<file path="config.mk">
export PLATFORM = sky130hd
export DESIGN_NAME = argf_cfg
export DESIGN_NICKNAME = d
export VERILOG_FILES = /design/src/hdl/argf_pkg.sv /design/src/hdl/argf_cfg.sv
export SDC_FILE = /design/constraint.sdc
export NUM_CORES = 1
export LEC_CHECK = 0
export BUFFER_PORTS_ARGS = -buffer_cell sky130_fd_sc_hd__buf_4
export CAP_MARGIN = 25
export CORE_UTILIZATION = 35
export DETAILED_ROUTE_END_ITERATION = 7
export GPL_ROUTABILITY_DRIVEN = 0
export GPL_TIMING_DRIVEN = 0
export PLACE_DENSITY = 0.72
export SYNTH_ARGS = -nofsm -noshare
export SYNTH_HDL_FRONTEND = slang
export SYNTH_SLANG_ARGS = --single-unit
</file>
<file path="constraint.sdc">
create_clock -name clk -period 0.8 [get_ports clk]
set_input_delay 0.04 -clock clk [delete_from_list [all_inputs] [get_ports clk]]
set_output_delay 0.04 -clock clk [all_outputs]
set_load 0.005 [all_outputs]
</file>
<file path="src/hdl/argf_pkg.sv">
// Package: sizes, register indexes, config struct and sample scaling for the ring FIFO.
package argf_pkg;

	// ring depth in samples; power of two so the counts wrap naturally
	localparam int RING_DEPTH = 16384;
	localparam int RING_AW    = $clog2(RING_DEPTH);
	localparam int CNT_W      = RING_AW + 1;
	localparam int BANK_DEPTH = RING_DEPTH / 2;
	localparam int BANK_AW    = RING_AW - 1;
	localparam int SUM_W      = CNT_W + 2;

	localparam int SAMPLE_W = 16;
	localparam int GAIN_W   = 10;
	localparam int FRAMES_W = 14;
	localparam int FILL_W   = 15;

	localparam int ADDR_W = 4;
	localparam int DATA_W = 32;

	localparam logic [GAIN_W-1:0]   GAIN_RESET   = GAIN_W'(256);
	localparam logic [FRAMES_W-1:0] TARGET_RESET = FRAMES_W'(1536);

	typedef enum logic [1:0] {
		REG_ENABLED       = 2'd0,
		REG_GAIN_Q8       = 2'd1,
		REG_TARGET_FRAMES = 2'd2
	} argf_reg_t;

	localparam logic ACT_PUSH = 1'b0;
	localparam logic ACT_PULL = 1'b1;

	typedef struct packed {
		logic                enabled;
		logic [GAIN_W-1:0]   gain_q8;
		logic [FRAMES_W-1:0] target_frames;
	} argf_cfg_t;

	// sample * gain, floor shift by 8, clamp to 16 bits
	function automatic logic signed [SAMPLE_W-1:0] argf_scale(
		input logic signed [SAMPLE_W-1:0] s,
		input logic [GAIN_W-1:0]          g
	);
		logic signed [SAMPLE_W+GAIN_W:0]   p;
		logic signed [SAMPLE_W+GAIN_W-8:0] q;
		logic signed [SAMPLE_W-1:0]        r;
		p = s * $signed({1'b0, g});
		q = p[SAMPLE_W+GAIN_W:8];
		if (q > $signed((SAMPLE_W+GAIN_W-7)'(32767))) begin
			r = 16'sh7FFF;
		end else if (q < -$signed((SAMPLE_W+GAIN_W-7)'(32768))) begin
			r = 16'sh8000;
		end else begin
			r = q[SAMPLE_W-1:0];
		end
		return r;
	endfunction

endpackage

</file>
<file path="src/hdl/argf_cfg.sv">
// APB-style register file: enabled, gain_q8, target_frames.
module argf_cfg (
	input  logic                       clk,
	input  logic                       arst_n,
	input  logic                       psel,
	input  logic                       penable,
	input  logic                       pwrite,
	input  logic [argf_pkg::ADDR_W-1:0] paddr,
	input  logic [argf_pkg::DATA_W-1:0] pwdata,
	output logic [argf_pkg::DATA_W-1:0] prdata,
	output logic                       pready,
	output argf_pkg::argf_cfg_t        cfg
);
	import argf_pkg::*;

	argf_cfg_t cfg_q;
	argf_reg_t reg_sel;
	logic      wr_en;

	assign reg_sel = argf_reg_t'(paddr[ADDR_W-1:2]);
	assign pready  = 1'b1;
	assign wr_en   = psel && penable && pwrite && pready;
	assign cfg     = cfg_q;

	always_ff @(posedge clk or negedge arst_n) begin
		if (!arst_n) begin
			cfg_q.enabled       <= 1'b0;
			cfg_q.gain_q8       <= GAIN_RESET;
			cfg_q.target_frames <= TARGET_RESET;
		end else if (wr_en) begin
			unique case (reg_sel)
				REG_ENABLED:       cfg_q.enabled       <= pwdata[0];
				REG_GAIN_Q8:       cfg_q.gain_q8       <= pwdata[GAIN_W-1:0];
				REG_TARGET_FRAMES: cfg_q.target_frames <= pwdata[FRAMES_W-1:0];
				default: ;
			endcase
		end
	end

	always_comb begin
		prdata = '0;
		unique case (reg_sel)
			REG_ENABLED:       prdata = DATA_W'(cfg_q.enabled);
			REG_GAIN_Q8:       prdata = DATA_W'(cfg_q.gain_q8);
			REG_TARGET_FRAMES: prdata = DATA_W'(cfg_q.target_frames);
			default:           prdata = '0;
		endcase
	end
endmodule

</file>
==> results.py <==
metrics = {
    "worst_hold_path": {
        "min_path_type": "input port to async pin",
    },
    "place": {
        "dp_hpwl_mm": 2.37,
        "dp_slack_ns": -0.445,
        "port_buffers": 59,
    },
    "grt": {
        "use_met1": 0.190,
        "grt_pass1_wl_mm": 5.78,
        "use_met2": 0.387,
        "antenna_found_initial": 0,
        "met3_usage": 0.0386,
        "grt_start_max_net_pins": 26,
        "grt-busiest-layer": "met2",
        "first_global_vias": 1270,
        "grt_overflow": 0,
        "grtUsageTotal": 0.188,
    },
    "clock_network": {
        "h-tree-depth": 1,
        "cts_tree": "built",
        "cts_made_buffers": 3,
        "clock_sinks": 25,
        "root_buffer": "clkbuf_4",
        "clk-insertion-delay-late_ns": 0.31,
        "clk_transition_reported_paths_ns": 0.14,
        "clockBufferDepth": 2,
    },
    "timing": {
        "fin_ws_ns": -0.425,
        "period_needed_ns": 1.22,
        "finClkSkew_ns": 0,
        "rsz0062_at_grt": "true",
        "hold_violations": 0,
        "setup_viol": 61,
        "slew_violations": 0,
        "max_freq_ghz": 0.816,
        "finalSetupTns_ns": -11.68,
        "finalCritPeriodShare": 1.53,
    },
    "power": {
        "swShare": 0.273,
        "p_switching_mw": 1.32,
        "power_leakage_nw": 1.28,
        "p_int_mw": 3.51,
        "powerDensity_nw_per_um2": 1930,
        "clkPwrFrac": 0.118,
        "vdd_drop_max_mv": 1.31,
        "total_power_mw": 4.83,
        "combPwrFrac": 0.498,
        "p_seq_frac": 0.383,
    },
    "floorplanning": {
        "start_util": 0.374,
        "die_w_um": 62.2,
        "row_count": 21,
        "die_h_um": 62.2,
        "dieArea_um2": 3870,
        "io_pins": 99,
        "coreArea_um2": 3390,
    },
    "route": {
        "vias": 1199,
        "dr.pass1.iters": 4,
        "routed_wl_mm": 3.94,
        "drcViolationCount": 0,
        "wire_per_inst_um": 14.8,
        "ant_nets": 0,
        "drt_iter0_drc": 14,
        "viasPerCell": 4.49,
    },
    "yosys": {
        "synth.avg_cell_area_um2": 13.1,
        "yosysWarnings": 0,
        "ys_ff_latch": 25,
        "synth_cell_type_count": 18,
        "syn_inst": 97,
        "seq_area_frac_synth": 0.497,
        "syn_area_um2": 1270,
    },
    "outcome": {
        "status": "finished, violations left",
        "violations": "setup timing",
    },
    "cells_and_area": {
        "mostFrequentLayoutCells": "buf_6 (55), buf_4 (54), dfrtp_1 (22)",
        "area_growth_syn_to_layout_pct": 97.5,
        "nets": 263,
        "postLayoutCoreUtil": 0.739,
        "antenna_cells": 0,
        "drive_gt1_frac": 0.665,
        "largest_register_ffs": 25,
        "final_common_cell": "buf_6",
    },
    "setup_path": {
        "reg2reg_slack_ns": -0.22,
        "crit_path_end_kind": "output pin",
        "cp_data_required_time_ns": 0.76,
        "start_kind": "flip-flop",
        "critPathMaxFanout": 2,
        "r2r_end": "cfg[13]",
        "r2r-start": "cfg[13]",
        "worstPathArrival_ns": 1.18,
        "worst-r2r-cell-count": 3,
        "critPathKind": "flip-flop to output pin",
    },
    "run": {
        "maxCapViolations": 0,
    },
}
## synthesized netlist by cell type, drive strengths merged
cell | count | area share
a22o | 9 | 0.062
and2 | 4 | 0.020
and2b | 1 | 0.0059
buf | 23 | 0.14
conb | 2 | 0.0059
dfrtp | 22 | 0.43
dfstp | 3 | 0.062
mux2 | 25 | 0.22
mux2i | 1 | 0.0079
nand2 | 1 | 0.0030
nand3 | 1 | 0.0079
nor2b | 1 | 0.0049
nor3 | 1 | 0.0039
nor3b | 2 | 0.021
o21ai | 1 | 0.0039
## stage by stage
step	instance area (um^2)	std cells	hold WS, ns
after detailed placement	1870	219	-0.0363
final	2500	267	0.143
after floorplan	1370	114	-0.256
after global placement	1870	219	-0.0462
after CTS	2270	253	0.147
after global routing	2500	267	0.147
## cells by family after synthesis
family,synth area share
compound gates,0.0661
other cells,0.00593
flops,0.497
simple gates,0.0661
buf+inv,0.135
mux,0.230
## final cells by class
class	count	area, um^2
well taps	46	57.6
fillers	238	886
multi-input cells	66	603
clock buffers	4	26.3
repair buffers	103	1010
plain buffers	23	178
flip-flops and latches	25	629
## worst max-delay path by stage
stage,from,end,cells past startpoint
floorplan,pwrite,cfg[11],4
global placement,pwrite,cfg[12],5
detailed placement,pwrite,cfg[7],5
CTS,cfg[0],prdata[0],3
global route,cfg[0],prdata[0],3
finish,cfg[24],prdata[0],3
## per-layer routing
layer	wire, um	up-vias
met5	0	-
met4	31	0
met3	181	4
met2	2250	45
met1	1480	602
li1	-	548
## power by group through the flow
stage	clock, mW	sequential, mW	combinational [mW]
after floorplan	0	1.83	0.538
after global placement	0	1.83	1.30
after detailed placement	0	1.85	1.34
after CTS	0.574	1.84	1.90
after global routing	0.628	1.88	2.55
final	0.570	1.85	2.41
## critical path, stage by stage, from the launching register on
cell and delay, ns:
dfrtp_1 0.43, mux2i_1 0.19, o21ai_1 0.11, buf_4 0.15
## timing repair
| action | 4_1_cts | 5_1_grt |
|---|---|---|
| pin swaps | 3 | 6 |
| resized for setup | 31 | 39 |
| endpoints found under the setup margin | 58 | 63 |
| setup buffers | 15 | 15 |
| hold buffers | 15 | 0 |
| cloned | 0 | 1 |
| endpoints found under the hold margin | 50 | 0 |
No activity file was read; power rests on OpenSTA's default activity.
